[src/rtl/psqrl_pkg.sv]
// ----------------------------------------------------------------------------
// psqrl_pkg
// Shared types and constants for the per-source query rate limiter.
// ----------------------------------------------------------------------------
package psqrl_pkg;

  // configuration register indexes
  localparam logic [2:0] REG_PER_SOURCE_RATE = 3'd0;
  localparam logic [2:0] REG_WINDOW_SECONDS  = 3'd1;
  localparam logic [2:0] REG_TRACKED_LIMIT   = 3'd2;
  localparam logic [2:0] REG_PRUNE_QUOTA     = 3'd3;
  localparam logic [2:0] REG_GLOBAL_RATE     = 3'd4;

  // reset values of the registers
  localparam logic [15:0] RST_PER_SOURCE_RATE = 16'd10;
  localparam logic [15:0] RST_WINDOW_SECONDS  = 16'd30;
  localparam logic [11:0] RST_TRACKED_LIMIT   = 12'd4095;
  localparam logic [12:0] RST_PRUNE_QUOTA     = 13'd10;
  localparam logic [15:0] RST_GLOBAL_RATE     = 16'd500;

  localparam logic [12:0] COUNT_MAX = 13'h1FFF;

  typedef enum logic [4:0] {
    DP_NOP,
    DP_LATCH,
    DP_CLR_STEP,
    DP_READ_CUR,
    DP_SKIP,
    DP_DEL,
    DP_OVERLOAD,
    DP_SCAN_START,
    DP_SCAN_STEP,
    DP_MARK_FOUND,
    DP_READ_SLOT,
    DP_MOVE_UNLINK,
    DP_APPEND,
    DP_HIT,
    DP_GLOBAL,
    DP_INSERT,
    DP_OUT_LOAD
  } dp_op_t;

  typedef enum logic [3:0] {
    ST_CLEAR,
    ST_IDLE,
    ST_PRUNE_RD,
    ST_PRUNE_EVAL,
    ST_OVL,
    ST_OVL_CLEAR,
    ST_SCAN,
    ST_FOUND_RD,
    ST_FOUND_EVAL,
    ST_MOVE_APPEND,
    ST_GLOBAL,
    ST_INSERT,
    ST_DONE
  } ctrl_state_t;

  typedef struct packed {
    logic occ_zero;
    logic over_limit;
    logic room;
    logic rd_valid;
    logic is_src;
    logic is_last;
    logic young;
    logic stale;
    logic stop_after_del;
    logic scan_hit;
    logic scan_end;
    logic allowed;
    logic found;
    logic clr_last;
    logic out_busy;
  } dp_status_t;

endpackage

[src/rtl/psqrl_ctrl.sv]
// ----------------------------------------------------------------------------
// psqrl_ctrl
// Sequencer: walks one request through prune, overload, lookup, checks, insert.
// ----------------------------------------------------------------------------
module psqrl_ctrl (
  input  logic                  clk,
  input  logic                  rst,
  input  logic                  in_valid,
  output logic                  in_ready,
  input  psqrl_pkg::dp_status_t st,
  output psqrl_pkg::dp_op_t     op
);

  psqrl_pkg::ctrl_state_t state, state_next;

  always_ff @(posedge clk) begin
    if (rst) begin
      state <= psqrl_pkg::ST_CLEAR;
    end else begin
      state <= state_next;
    end
  end

  always_comb begin
    state_next = state;
    op         = psqrl_pkg::DP_NOP;
    in_ready   = 1'b0;
    unique case (state)
      psqrl_pkg::ST_CLEAR: begin
        op = psqrl_pkg::DP_CLR_STEP;
        if (st.clr_last) state_next = psqrl_pkg::ST_IDLE;
      end
      psqrl_pkg::ST_IDLE: begin
        in_ready = 1'b1;
        if (in_valid) begin
          op         = psqrl_pkg::DP_LATCH;
          state_next = st.occ_zero ? psqrl_pkg::ST_OVL : psqrl_pkg::ST_PRUNE_RD;
        end
      end
      psqrl_pkg::ST_PRUNE_RD: begin
        op         = psqrl_pkg::DP_READ_CUR;
        state_next = psqrl_pkg::ST_PRUNE_EVAL;
      end
      psqrl_pkg::ST_PRUNE_EVAL: begin
        if (!st.rd_valid) begin
          state_next = psqrl_pkg::ST_OVL;
        end else if (st.is_src) begin
          if (st.is_last) begin
            state_next = psqrl_pkg::ST_OVL;
          end else begin
            op         = psqrl_pkg::DP_SKIP;
            state_next = psqrl_pkg::ST_PRUNE_RD;
          end
        end else if (st.young) begin
          state_next = psqrl_pkg::ST_OVL;
        end else begin
          op         = psqrl_pkg::DP_DEL;
          state_next = (st.stop_after_del || st.is_last) ? psqrl_pkg::ST_OVL
                                                          : psqrl_pkg::ST_PRUNE_RD;
        end
      end
      psqrl_pkg::ST_OVL: begin
        if (st.over_limit) begin
          op         = psqrl_pkg::DP_OVERLOAD;
          state_next = psqrl_pkg::ST_OVL_CLEAR;
        end else if (st.occ_zero) begin
          state_next = psqrl_pkg::ST_GLOBAL;
        end else begin
          op         = psqrl_pkg::DP_SCAN_START;
          state_next = psqrl_pkg::ST_SCAN;
        end
      end
      psqrl_pkg::ST_OVL_CLEAR: begin
        op = psqrl_pkg::DP_CLR_STEP;
        if (st.clr_last) state_next = psqrl_pkg::ST_GLOBAL;
      end
      psqrl_pkg::ST_SCAN: begin
        if (st.scan_hit) begin
          op         = psqrl_pkg::DP_MARK_FOUND;
          state_next = psqrl_pkg::ST_FOUND_RD;
        end else if (st.scan_end) begin
          state_next = psqrl_pkg::ST_GLOBAL;
        end else begin
          op = psqrl_pkg::DP_SCAN_STEP;
        end
      end
      psqrl_pkg::ST_FOUND_RD: begin
        op         = psqrl_pkg::DP_READ_SLOT;
        state_next = psqrl_pkg::ST_FOUND_EVAL;
      end
      psqrl_pkg::ST_FOUND_EVAL: begin
        if (st.stale) begin
          op         = psqrl_pkg::DP_MOVE_UNLINK;
          state_next = psqrl_pkg::ST_MOVE_APPEND;
        end else begin
          op         = psqrl_pkg::DP_HIT;
          state_next = psqrl_pkg::ST_GLOBAL;
        end
      end
      psqrl_pkg::ST_MOVE_APPEND: begin
        op         = psqrl_pkg::DP_APPEND;
        state_next = psqrl_pkg::ST_GLOBAL;
      end
      psqrl_pkg::ST_GLOBAL: begin
        if (st.allowed) op = psqrl_pkg::DP_GLOBAL;
        state_next = psqrl_pkg::ST_INSERT;
      end
      psqrl_pkg::ST_INSERT: begin
        if (st.allowed && !st.found && st.room) op = psqrl_pkg::DP_INSERT;
        state_next = psqrl_pkg::ST_DONE;
      end
      psqrl_pkg::ST_DONE: begin
        if (!st.out_busy) begin
          op         = psqrl_pkg::DP_OUT_LOAD;
          state_next = psqrl_pkg::ST_IDLE;
        end
      end
      default: state_next = psqrl_pkg::ST_CLEAR;
    endcase
  end

endmodule

[config.mk]
export PLATFORM = sky130hd
export DESIGN_NAME = psqrl_ctrl
export DESIGN_NICKNAME = d
export VERILOG_FILES = /design/src/rtl/psqrl_pkg.sv /design/src/rtl/psqrl_ctrl.sv
export SDC_FILE = /design/constraint.sdc
export NUM_CORES = 1
export LEC_CHECK = 0
export ABC_AREA = 1
export BUFFER_PORTS_ARGS = -buffer_cell sky130_fd_sc_hd__buf_2
export CELL_PAD_IN_SITES_DETAIL_PLACEMENT = 0
export CELL_PAD_IN_SITES_GLOBAL_PLACEMENT = 1
export CORE_MARGIN = 2
export CORE_UTILIZATION = 27
export CTS_BUF_LIST = sky130_fd_sc_hd__clkbuf_16
export DETAILED_ROUTE_END_ITERATION = 16
export PLACE_DENSITY_LB_ADDON = 0.3
export SYNTH_ARGS = -nofsm -noshare
export SYNTH_HDL_FRONTEND = slang
export SYNTH_SLANG_ARGS = --single-unit
[constraint.sdc]
create_clock -name clk -period 1.2 [get_ports clk]
set_input_delay 0.24 -clock clk [delete_from_list [all_inputs] [get_ports clk]]
set_output_delay 0.24 -clock clk [all_outputs]
set_load 0.02 [all_outputs]
Yosys cells after proc, flatten, opt, wreduce, memory -nomap -nowiden:

Cells that the tools add are included.

* register bits: 4
* input bits: 18
* output and inout port bits: 6
* word-level logic and storage cells: 56

* eq/ne operators: 17
* muxes and demuxes: 31
* reduce and logical (&&, ||, !) cells: 7

Operators by type and width (count)
* one-hot mux 5 bit (12 select lines): 1
* 2-to-1 mux 4 bit: 14
* one-hot mux 4 bit (13 select lines): 1
* 2-to-1 mux 3 bit: 9
* == test 4 bit, second input constant: 5
* == test 4 x 3 -> 1 bit, second input constant: 4
* 2-to-1 mux 5 bit: 3
* == test 4 x 2 -> 1 bit, second input constant: 2
* != test 2 bit, second input constant: 4
* AND reduction 5 bit: 1
* == test 4 x 1 -> 1 bit, second input constant: 1
* zero test 4 bit: 1
* != test 3 bit, second input constant: 1
* logical AND 1 bit: 2
* 2-to-1 mux 1 bit: 2
* 2-to-1 mux 2 bit: 1
* OR reduction 2 bit: 1
* zero test 1 bit: 1
* logical OR 1 bit: 1

Depth between registers and ports, before layout:

Gate-level depths: netlist (run 1).

* depth after elaboration: 6
* mapped depth: 9
* gate-level depth less buffers: 9

Worst setup path before layout (run 1):

Ideal clock, no wire load.

* path type: reg-to-output
* from: register state[1]
* to: output op[3]
* arrival time: 1.118 ns
* required time: 0.960 ns
* slack: -0.158 ns
* cell stages (with the launch flop): 7
* path buffers: 0
* cell sequence: dfxtp_1 -> inv_1 -> nor2_1 -> nand2_1 -> o21ai_1 -> a21oi_1 -> nand3_1

* word-level cells in the longest chain between the ends: 3
* elaborated cells between the ends (all ways): 15
* those cells by class: 12 x eq/ne; 1 x mux; 2 x reduce/logical

Ends and longest elaborated chain
* start: declaration: RTL line psqrl_ctrl.sv:14 `psqrl_pkg::ctrl_state_t state, state_next;`
* start signal: assignment: RTL line psqrl_ctrl.sv:18 `state <= psqrl_pkg::ST_CLEAR;`
* start signal: assignment: RTL line psqrl_ctrl.sv:20 `state <= state_next;`
* == test 4 x 3 -> 1 bit / zero test 4 bit (equally long branches): RTL line psqrl_ctrl.sv:28 `unique case (state)`
* OR reduction 2 bit (no source line)
* one-hot mux 5 bit (12 select lines) *: RTL line psqrl_ctrl.sv:28
* end: declaration: RTL line psqrl_ctrl.sv:11 `output psqrl_pkg::dp_op_t op`

Every way passes the cells marked *; elsewhere a longest branch is shown, timed or not.

Final worst setup path (run 1):

* from: register state[0]
* to: output op[0]

The elaborated chain is that of the path after synthesis.

==> reports/metrics.yaml, run 1 <==
status: "complete, but fails checks"
violations: "setup timing"
io-pin-count: 24
path_cells: "nand2_4 > inv_2 > nand4_1 > o21ai_1 > nor3_2 > nand3_2 > buf_6"
drc: 0
r2r_start: "state[0]$_SDFFE_PP0P_"
die-area_sq_mm: 0.00279
dpl.hpwl_microns: 1810
whs_endpoint: "state[1]$_SDFFE_PP0P_"
nNetsFinal: 200
largest_reg_flops: 4
overflow: 0
holdPathStages: 2
clk_latency_ns: 0.22
combPwrFrac_pct: 67.3
antenna_found_initial: 0
powerDensity_mw_per_mm2: 1850
synthArstFlopShare_pct: 0
rsz0062_at_grt: "true"
vias_per_cell: 4.56
crit_path_end_kind: "primary output"
r2r-end: "state[2]$_SDFFE_PP0P_"
drive_above_1_share_pct: 59.4
hold_start: "rst"
finalInstanceArea_sq_mm: 0.00130
synth_ff_type: "dfxtp_1"
top_register: "state"
critPathArrivalTime_ns: 1.40
regToRegSetupSlack_ns: -0.22
pwr-share-clk_pct: 21.1
slowest_delay_ns: 0.38
path_delay_family: "simple AND/OR/NAND/NOR gates"
num_rows: 17
place_area_sq_um: 973
dieHeight_microns: 52.8
syn_to_final_growth_pct: 102
final.min_clock_period_ns: 1.64
finClkSkew_ns: 0.00147
globalplace.congestion: 0.936
diodes: 0
synth_cells: 127
vias: 948
fp.coreArea_sq_mm: 0.00223
p_seq_share_pct: 11.6
yosysSeqAreaShare_pct: 12.5
drt-initial-drc-count: 17
setup_viol: 10
avgSynthCellArea_sq_um: 5.06
netlist.top_cell.by_area: "nand2_1"
place_ws_ns: -0.281
fmax_ghz: 0.610
min_path_type: "in2reg"
drv_cap: 0
hold_viol: 0
cp.buffers_inverters: 2
period_share_pct: 137
slew_headroom_pct: 78.6
worst_ir_drop_vdd_mv: 2.05
grt_pass1_wl_microns: 3580
start_util_pct: 28.8
ys_warn_count: 0
htree_num_levels: 1
ys_top_cells_by_count: "nand2_1, inv_1, nor2_1"
ant_nets: 0
cts.sink_count: 4
maxSlewViolCount: 0
dr.pass1.iters: 4
synth.most_common_cell: "nand2_1"
p_int_mw: 1.39
grt_usage_pct: 17.5
die_w_microns: 52.8
portBuffers: 23
grt_max_degree: 7
synth_top_cell_area_share_pct: 23.3
ys_ff_latch: 4
setup_ws_ns: -0.440
clk_pin_slew_ns: 0.03
start_kind: "register"
grt_pass1_vias: 837
r2r_cells: 10
cts.path.max_buffers: 2
critPathRequiredTime_ns: 0.96
synth_area_sq_um: 643
worst-slew-pin-transition_ns: 0.318
leakage_nw: 0.702
critPathMaxFanout: 5
swShare_pct: 42.2
cp_slowest_cell: "dfxtp_4"
syn_nets: 145
wire_per_inst_microns: 11.3
worstSetupPathType: "reg2out"
top_regs: "state: 4 flops"
finalWirelength_microns: 2350
numCtsBuffers: 3
p_sw_mw: 1.02
cts_tree: "yes"
cts_root_buf: "clkbuf_16"
synth.area.top_cells: "nand2_1, dfxtp_1, inv_1"
synth_cell_types: 17
synth_edf_count: 0
repair_timing:
| item | CTS | global route |
|---|---|---|
| hold buffers | 0 | 0 |
| buffers inserted | 3 | 7 |
| setup endpoints to repair | 10 | 10 |
| resized for setup | 12 | 45 |
| pin swaps | 2 | 19 |
cells by family after synthesis:
kind of cell | after synthesis | synth area share, %
AOI/OAI and AO/OA | 12 | 9.34
buffers and inverters | 21 | 12.3
DFF | 4 | 12.5
and+or+nand+nor | 90 | 66.0
metal layers:
layer  vias to the layer above  part of all wire (%)  track usage, %
li1                        507                     -               -
met2                        15                    49            30.8
met4                         0                   1.0            2.56
met5                         -                     0               0
met3                         2                   3.5            2.57
met1                       424                    46            22.5
worst max path at each step:
| stage | startpoint | depth (start not counted) | to | slack [ns] |
|---|---|---|---|---|
| floorplan | state[3]$_SDFFE_PP0P_ | 6 | op[1] | -0.03 |
| global placement | state[1]$_SDFFE_PP0P_ | 7 | op[0] | -0.21 |
| detailed placement | state[1]$_SDFFE_PP0P_ | 7 | op[0] | -0.28 |
| CTS | state[1]$_SDFFE_PP0P_ | 7 | op[0] | -0.42 |
| global route | state[3]$_SDFFE_PP0P_ | 7 | op[0] | -0.45 |
| finish | state[0]$_SDFFE_PP0P_ | 7 | op[0] | -0.44 |
cells in the final DEF (no fill, tap or decap), types with 2 or more instances in the layout:
cell and instances:
nand2_1 28, buf_4 21, buf_2 17, nor2_1 14, inv_1 13, buf_6 12
nand2_2 11, nand3_1 8, nor2_4 7, nand2_4 7, inv_2 6, a21oi_2 6
nand3_2 5, dfxtp_4 4, nor2_2 3, clkbuf_16 3, inv_4 2, nand4_1 2
nand3b_1 2, o21ai_0 2, a21oi_1 2
through the flow:
stage                     std cells  hold slack, ns  util, %  TNS [ns]  power, mW
final                           208           0.236     58.3     -2.93       2.41
after global routing            208           0.246     58.3     -3.51       2.56
after CTS                       202           0.216     49.6     -2.83       1.99
after detailed placement        196           0.446     43.6     -1.66       1.35
after global placement          196           0.440     43.6     -1.54       1.35
after floorplan                 127           0.299        -   -0.0625      0.913
power groups by stage:
stage	combinational [mW]	sequential (mW)	clock, mW
3_5_place_dp	1.11	0.243	0
5_1_grt	1.75	0.283	0.526
3_3_place_gp	1.11	0.239	0
2_1_floorplan	0.679	0.234	0
6_report	1.62	0.279	0.508
4_1_cts	1.23	0.249	0.512
cell type report:
type | count | area, sq um
Timing Repair Buffer | 50 | 378
Fill cell | 219 | 932
Inverter | 21 | 83.8
Sequential cell | 4 | 95.1
Clock buffer | 3 | 75.1
Tap cell | 28 | 35.0
Multi-Input combinational cell | 102 | 634
No activity file was read; power rests on OpenSTA's default activity.
==> inputs of run 2 (changes only) <==
SKIP_CTS_REPAIR_TIMING = 1   (was unset)
==> reports/metrics.yaml, run 2 (synthesis results as in run 1) <==
rsz0062_at_grt: "true"  # unchanged
clk_latency_ns: 0.22  # about the same
grt_pass1_wl_microns: 3490  # was 3580 microns
drt-initial-drc-count: 6  # was 17
drc: 0  # unchanged
setup_ws_ns: -0.437  # was -0.440 ns
die-area_sq_mm: 0.00279  # unchanged
vias_per_cell: 4.56  # about the same
grt_pass1_vias: 819  # was 837
slowest_delay_ns: 0.37  # was 0.38 ns
globalplace.congestion: 0.936  # unchanged
worst_ir_drop_vdd_mv: 1.93  # was 2.05 mV
path_delay_family: "simple AND/OR/NAND/NOR gates"  # unchanged
vias: 944  # was 948
dpl.hpwl_microns: 1810  # unchanged
crit_start: "state[0]$_SDFFE_PP0P_"  # unchanged
nNetsFinal: 199  # was 200
hold_start: "rst"  # unchanged
num_rows: 17  # unchanged
critPathMaxFanout: 5  # unchanged
top_regs: "state: 4 flops"  # unchanged
p_int_mw: 1.37  # was 1.39 mW
critPathArrivalTime_ns: 1.40  # about the same
htree_num_levels: 1  # unchanged
drv_cap: 0  # unchanged
critPathRequiredTime_ns: 0.96  # about the same
syn_to_final_growth_pct: 101  # was 102%
combPwrFrac_pct: 66.8  # was 67.3%
status: "complete, but fails checks"  # unchanged
diodes: 0  # unchanged
antenna_found_initial: 0  # unchanged
crit_path_end_kind: "primary output"  # unchanged
start_kind: "register"  # unchanged
slew_headroom_pct: 78.7  # was 78.6%
cts_root_buf: "clkbuf_16"  # unchanged
cts_tree: "yes"  # unchanged
top_register: "state"  # unchanged
cts.sink_count: 4  # unchanged
finClkSkew_ns: 0.00141  # was 0.00147 ns
pwr-share-clk_pct: 21.6  # was 21.1%
period_share_pct: 136  # was 137%
violations: "setup timing"  # unchanged
clk_pin_slew_ns: 0.03  # about the same
layout_common_cells: "nand2_1, buf_4, buf_2"  # unchanged
io-pin-count: 24  # unchanged
place_ws_ns: -0.281  # unchanged
dr.pass1.iters: 4  # unchanged
largest_reg_flops: 4  # unchanged
die_w_microns: 52.8  # unchanged
swShare_pct: 41.5  # was 42.2%
overflow: 0  # unchanged
p_sw_uw: 973  # was 1.02 mW
ant_nets: 0  # unchanged
dieHeight_microns: 52.8  # unchanged
drive_above_1_share_pct: 59.2  # was 59.4%
start_util_pct: 28.8  # unchanged
p_seq_share_pct: 11.6  # about the same
r2r_start: "state[1]$_SDFFE_PP0P_"  # was state[0]$_SDFFE_PP0P_
cp_slowest_cell: "dfxtp_4"  # unchanged
portBuffers: 23  # unchanged
leakage_nw: 0.707  # was 0.702 nW
fmax_ghz: 0.611  # was 0.610 GHz
final_util_pct: 57.9  # was 58.3%
cp.buffers_inverters: 2  # unchanged
maxSlewViolCount: 0  # unchanged
min_path_type: "in2reg"  # unchanged
grt_max_degree: 7  # unchanged
final.min_clock_period_ns: 1.64  # about the same
numCtsBuffers: 3  # unchanged
finalWirelength_microns: 2290  # was 2350 microns
final_common_cell: "nand2_1"  # unchanged
path_cells: "nand2_4 > inv_2 > nand4_1 > o21ai_1 > nor3_2 > nand3_2 > buf_6"  # unchanged
hold_ws_ns: 0.235  # was 0.236 ns
cts.path.max_buffers: 2  # unchanged
hold_viol: 0  # unchanged
grt_usage_pct: 16.9  # was 17.5%
worst-slew-pin-transition_ns: 0.317  # was 0.318 ns
fp.coreArea_sq_mm: 0.00223  # unchanged
powerDensity_mw_per_mm2: 1810  # was 1850 mW/mm^2
worstSetupPathType: "reg2out"  # unchanged
wire_per_inst_microns: 11.1  # was 11.3 microns
setup_viol: 10  # unchanged
run 2: changes by cell type in the layout (fill, tap and decap cells not counted), sizes merged:
cell	previous run	this run
buf	50	49
run 2: area by class of cell:
type | count | area [sq um]
fill | 218 | 940
sequential | 4 | 95.1
timing repair buffer | 49 | 370
inverter | 21 | 83.8
clock buffer | 3 | 75.1
multi-input combinational | 102 | 634
tap | 28 | 35.0
run 2: power groups by stage:
stage,registers (mW),clock network (mW),logic [mW]
after global placement,0.239,0,1.11
after detailed placement,0.243,0,1.11
after CTS,0.242,0.513,1.11
after global routing,0.278,0.526,1.70
after floorplan,0.234,0,0.679
final,0.273,0.507,1.57
run 2: stage by stage:
stage	power (mW)	setup TNS [ns]	instance area, sq um	instances
CTS	1.87	-3.10	1050	199
global placement	1.35	-1.54	973	196
global route	2.50	-3.35	1290	207
detailed placement	1.35	-1.66	973	196
floorplan	0.913	-0.0625	688	127
finish	2.35	-2.75	1290	207
run 2: final timing paths:
path / end / slack [ns] / cells after the start
setup / recovery: op[0] / -0.44 / 7
hold / removal: state[2]$_SDFFE_PP0P_ / 0.23 / 2
setup reg to reg: state[2]$_SDFFE_PP0P_ / -0.22 / 9
hold reg to reg: state[0]$_SDFFE_PP0P_ / 0.56 / 2
run 2: per-layer routing:
layer / track usage, % / wire [microns] / vias up
met5: 0 / 0 / -
met4: 4.27 / 0 / 0
met3: 3.14 / 90 / 0
met2: 27.7 / 1150 / 18
met1: 22.4 / 1050 / 420
li1: - / - / 506
==> inputs of run 3 (changes only) <==
MAX_ROUTING_LAYER = met4   (was unset)
==> reports/metrics.yaml, run 3 (synthesis results as in run 1) <==
dieHeight_microns: 52.8  # unchanged
dp.cells: 197  # was 196
dr.pass1.iters: 4  # unchanged
ant_nets: 0  # unchanged
violations: "setup timing"  # unchanged
start_kind: "register"  # unchanged
worst-slew-pin-transition_ns: 0.250  # was 0.317 ns
cts.path.max_buffers: 2  # unchanged
grt_usage_pct: 18.6  # was 16.9%
clk_latency_ns: 0.23  # was 0.22 ns
wire_per_inst_microns: 11.6  # was 11.1 microns
final.min_clock_period_ns: 1.64  # about the same
start_util_pct: 28.8  # unchanged
largest_reg_flops: 4  # unchanged
drv_cap: 0  # unchanged
finClkSkew_ns: 0.00659  # was 0.00141 ns
place_area_sq_um: 981  # was 973 sq um
powerDensity_mw_per_mm2: 1830  # was 1810 mW/mm^2
place_ws_ns: -0.282  # was -0.281 ns
clk_pin_slew_ns: 0.03  # about the same
path_delay_family: "simple AND/OR/NAND/NOR gates"  # unchanged
min_path_type: "in2reg"  # unchanged
top_register: "state"  # unchanged
finalInstanceArea_sq_mm: 0.00121  # was 0.00129 sq mm
grt_pass1_vias: 873  # was 819
fp.coreArea_sq_mm: 0.00223  # unchanged
io-pin-count: 24  # unchanged
period_share_pct: 137  # was 136%
finalNonFillerCells: 204  # was 207
grt_pass1_wl_microns: 3670  # was 3490 microns
globalplace.congestion: 0.930  # was 0.936
cts_tree: "yes"  # unchanged
leakage_nw: 0.675  # was 0.707 nW
setup_ws_ns: -0.440  # was -0.437 ns
num-fill-cells: 227  # was 218
nNetsFinal: 195  # was 199
drc: 0  # unchanged
setup_viol: 10  # unchanged
worst_ir_drop_vdd_mv: 1.52  # was 1.93 mV
portBuffers: 23  # unchanged
p_total_mw: 2.22  # was 2.35 mW
top_regs: "state: 4 flops"  # unchanged
slowest_delay_ns: 0.39  # was 0.37 ns
syn_to_final_growth_pct: 88.5  # was 101%
slew_headroom_pct: 83.2  # was 78.7%
diodes: 0  # unchanged
finalWirelength_microns: 2360  # was 2290 microns
drt-initial-drc-count: 20  # was 6
critPathArrivalTime_ns: 1.40  # about the same
grt_max_degree: 7  # unchanged
vias_per_cell: 4.59  # was 4.56
cts.sink_count: 4  # unchanged
maxSlewViolCount: 0  # unchanged
crit_path_end_kind: "primary output"  # unchanged
antenna_found_initial: 0  # unchanged
critPathMaxFanout: 5  # unchanged
cp.buffers_inverters: 2  # unchanged
rsz0062_at_grt: "true"  # unchanged
num_rows: 17  # unchanged
status: "complete, but fails checks"  # unchanged
critPathRequiredTime_ns: 0.96  # about the same
vias: 937  # was 944
worstSetupPathType: "reg2out"  # unchanged
overflow: 0  # unchanged
die-area_sq_mm: 0.00279  # unchanged
dpl.hpwl_microns: 1840  # was 1810 microns
drive_above_1_share_pct: 54.0  # was 59.2%
cp_slowest_cell: "dfxtp_4"  # unchanged
cts_root_buf: "clkbuf_16"  # unchanged
hold_viol: 0  # unchanged
numCtsBuffers: 3  # unchanged
htree_num_levels: 1  # unchanged
fmax_ghz: 0.610  # was 0.611 GHz
final_common_cell: "nand2_1"  # unchanged
layout_common_cells: "nand2_1, buf_4, buf_2"  # unchanged
path_cells: "inv_4 > nor2_4 > nand4_1 > o21ai_1 > nor3_2 > nand3_2 > buf_6"  # was nand2_4 > inv_2 > nand4_1 > o21ai_1 > nor3_2 > nand3_2 > buf_6
die_w_microns: 52.8  # unchanged
hold_ws_ns: 0.226  # was 0.235 ns
-- run 3: cell types whose count changed in the layout (fill, tap and decap cells not counted), sizes merged --
| cell | previous run | this run |
|---|---|---|
| inv | 21 | 22 |
| buf | 49 | 45 |
-- run 3: layer usage --
metal | share of wire (%) | track usage [%] | up-vias
li1 | - | - | 495
met1 | 45 | 23.4 | 416
met2 | 48 | 29.8 | 24
met3 | 5.7 | 5.14 | 2
met4 | 0.55 | 3.85 | 0
met5 | 0 | - | -
-- run 3: final timing paths --
kind / from / end / slack, ns / cells after the start
setup / recovery: state[3]$_SDFFE_PP0P_ / op[0] / -0.44 / 7
hold / removal: rst / state[1]$_SDFFE_PP0P_ / 0.23 / 2
setup reg to reg: state[3]$_SDFFE_PP0P_ / state[2]$_SDFFE_PP0P_ / -0.24 / 9
hold reg to reg: state[0]$_SDFFE_PP0P_ / state[0]$_SDFFE_PP0P_ / 0.54 / 2
-- run 3: worst reg2reg max path, delay by kind of cell, from the launching register on --
kind	cells	cell delay (ns)
AOI/OAI and AO/OA	1	0.10
and+or+nand+nor	5	0.55
buffers and inverters	3	0.32
DFF	1	0.39
-- run 3: report_power, final --
part	switching, mW	total [mW]	internal [mW]
Clock	0.111	0.543	0.432
Combinational	0.754	1.41	0.659
Sequential	0.0804	0.263	0.183
Total	0.945	2.22	1.27
-- run 3: layout make-up --
type,instances,area (sq um),area share [%]
sequential,4,95.1,7.84
clock inverter,1,3.75,0.310
timing repair buffer,45,329,27.1
clock buffer,3,75.1,6.19
inverter,21,81.3,6.71
multi-input combinational,102,593,48.9
tap,28,35.0,2.89
-- run 3: metrics by stage --
| step | TNS, ns | utilization, % |
|---|---|---|
| global placement | -1.53 | 43.9 |
| detailed placement | -1.57 | 43.9 |
| CTS | -3.07 | 47.5 |
| floorplan | -0.0625 | - |
| global route | -3.71 | 54.3 |
| finish | -2.99 | 54.3 |
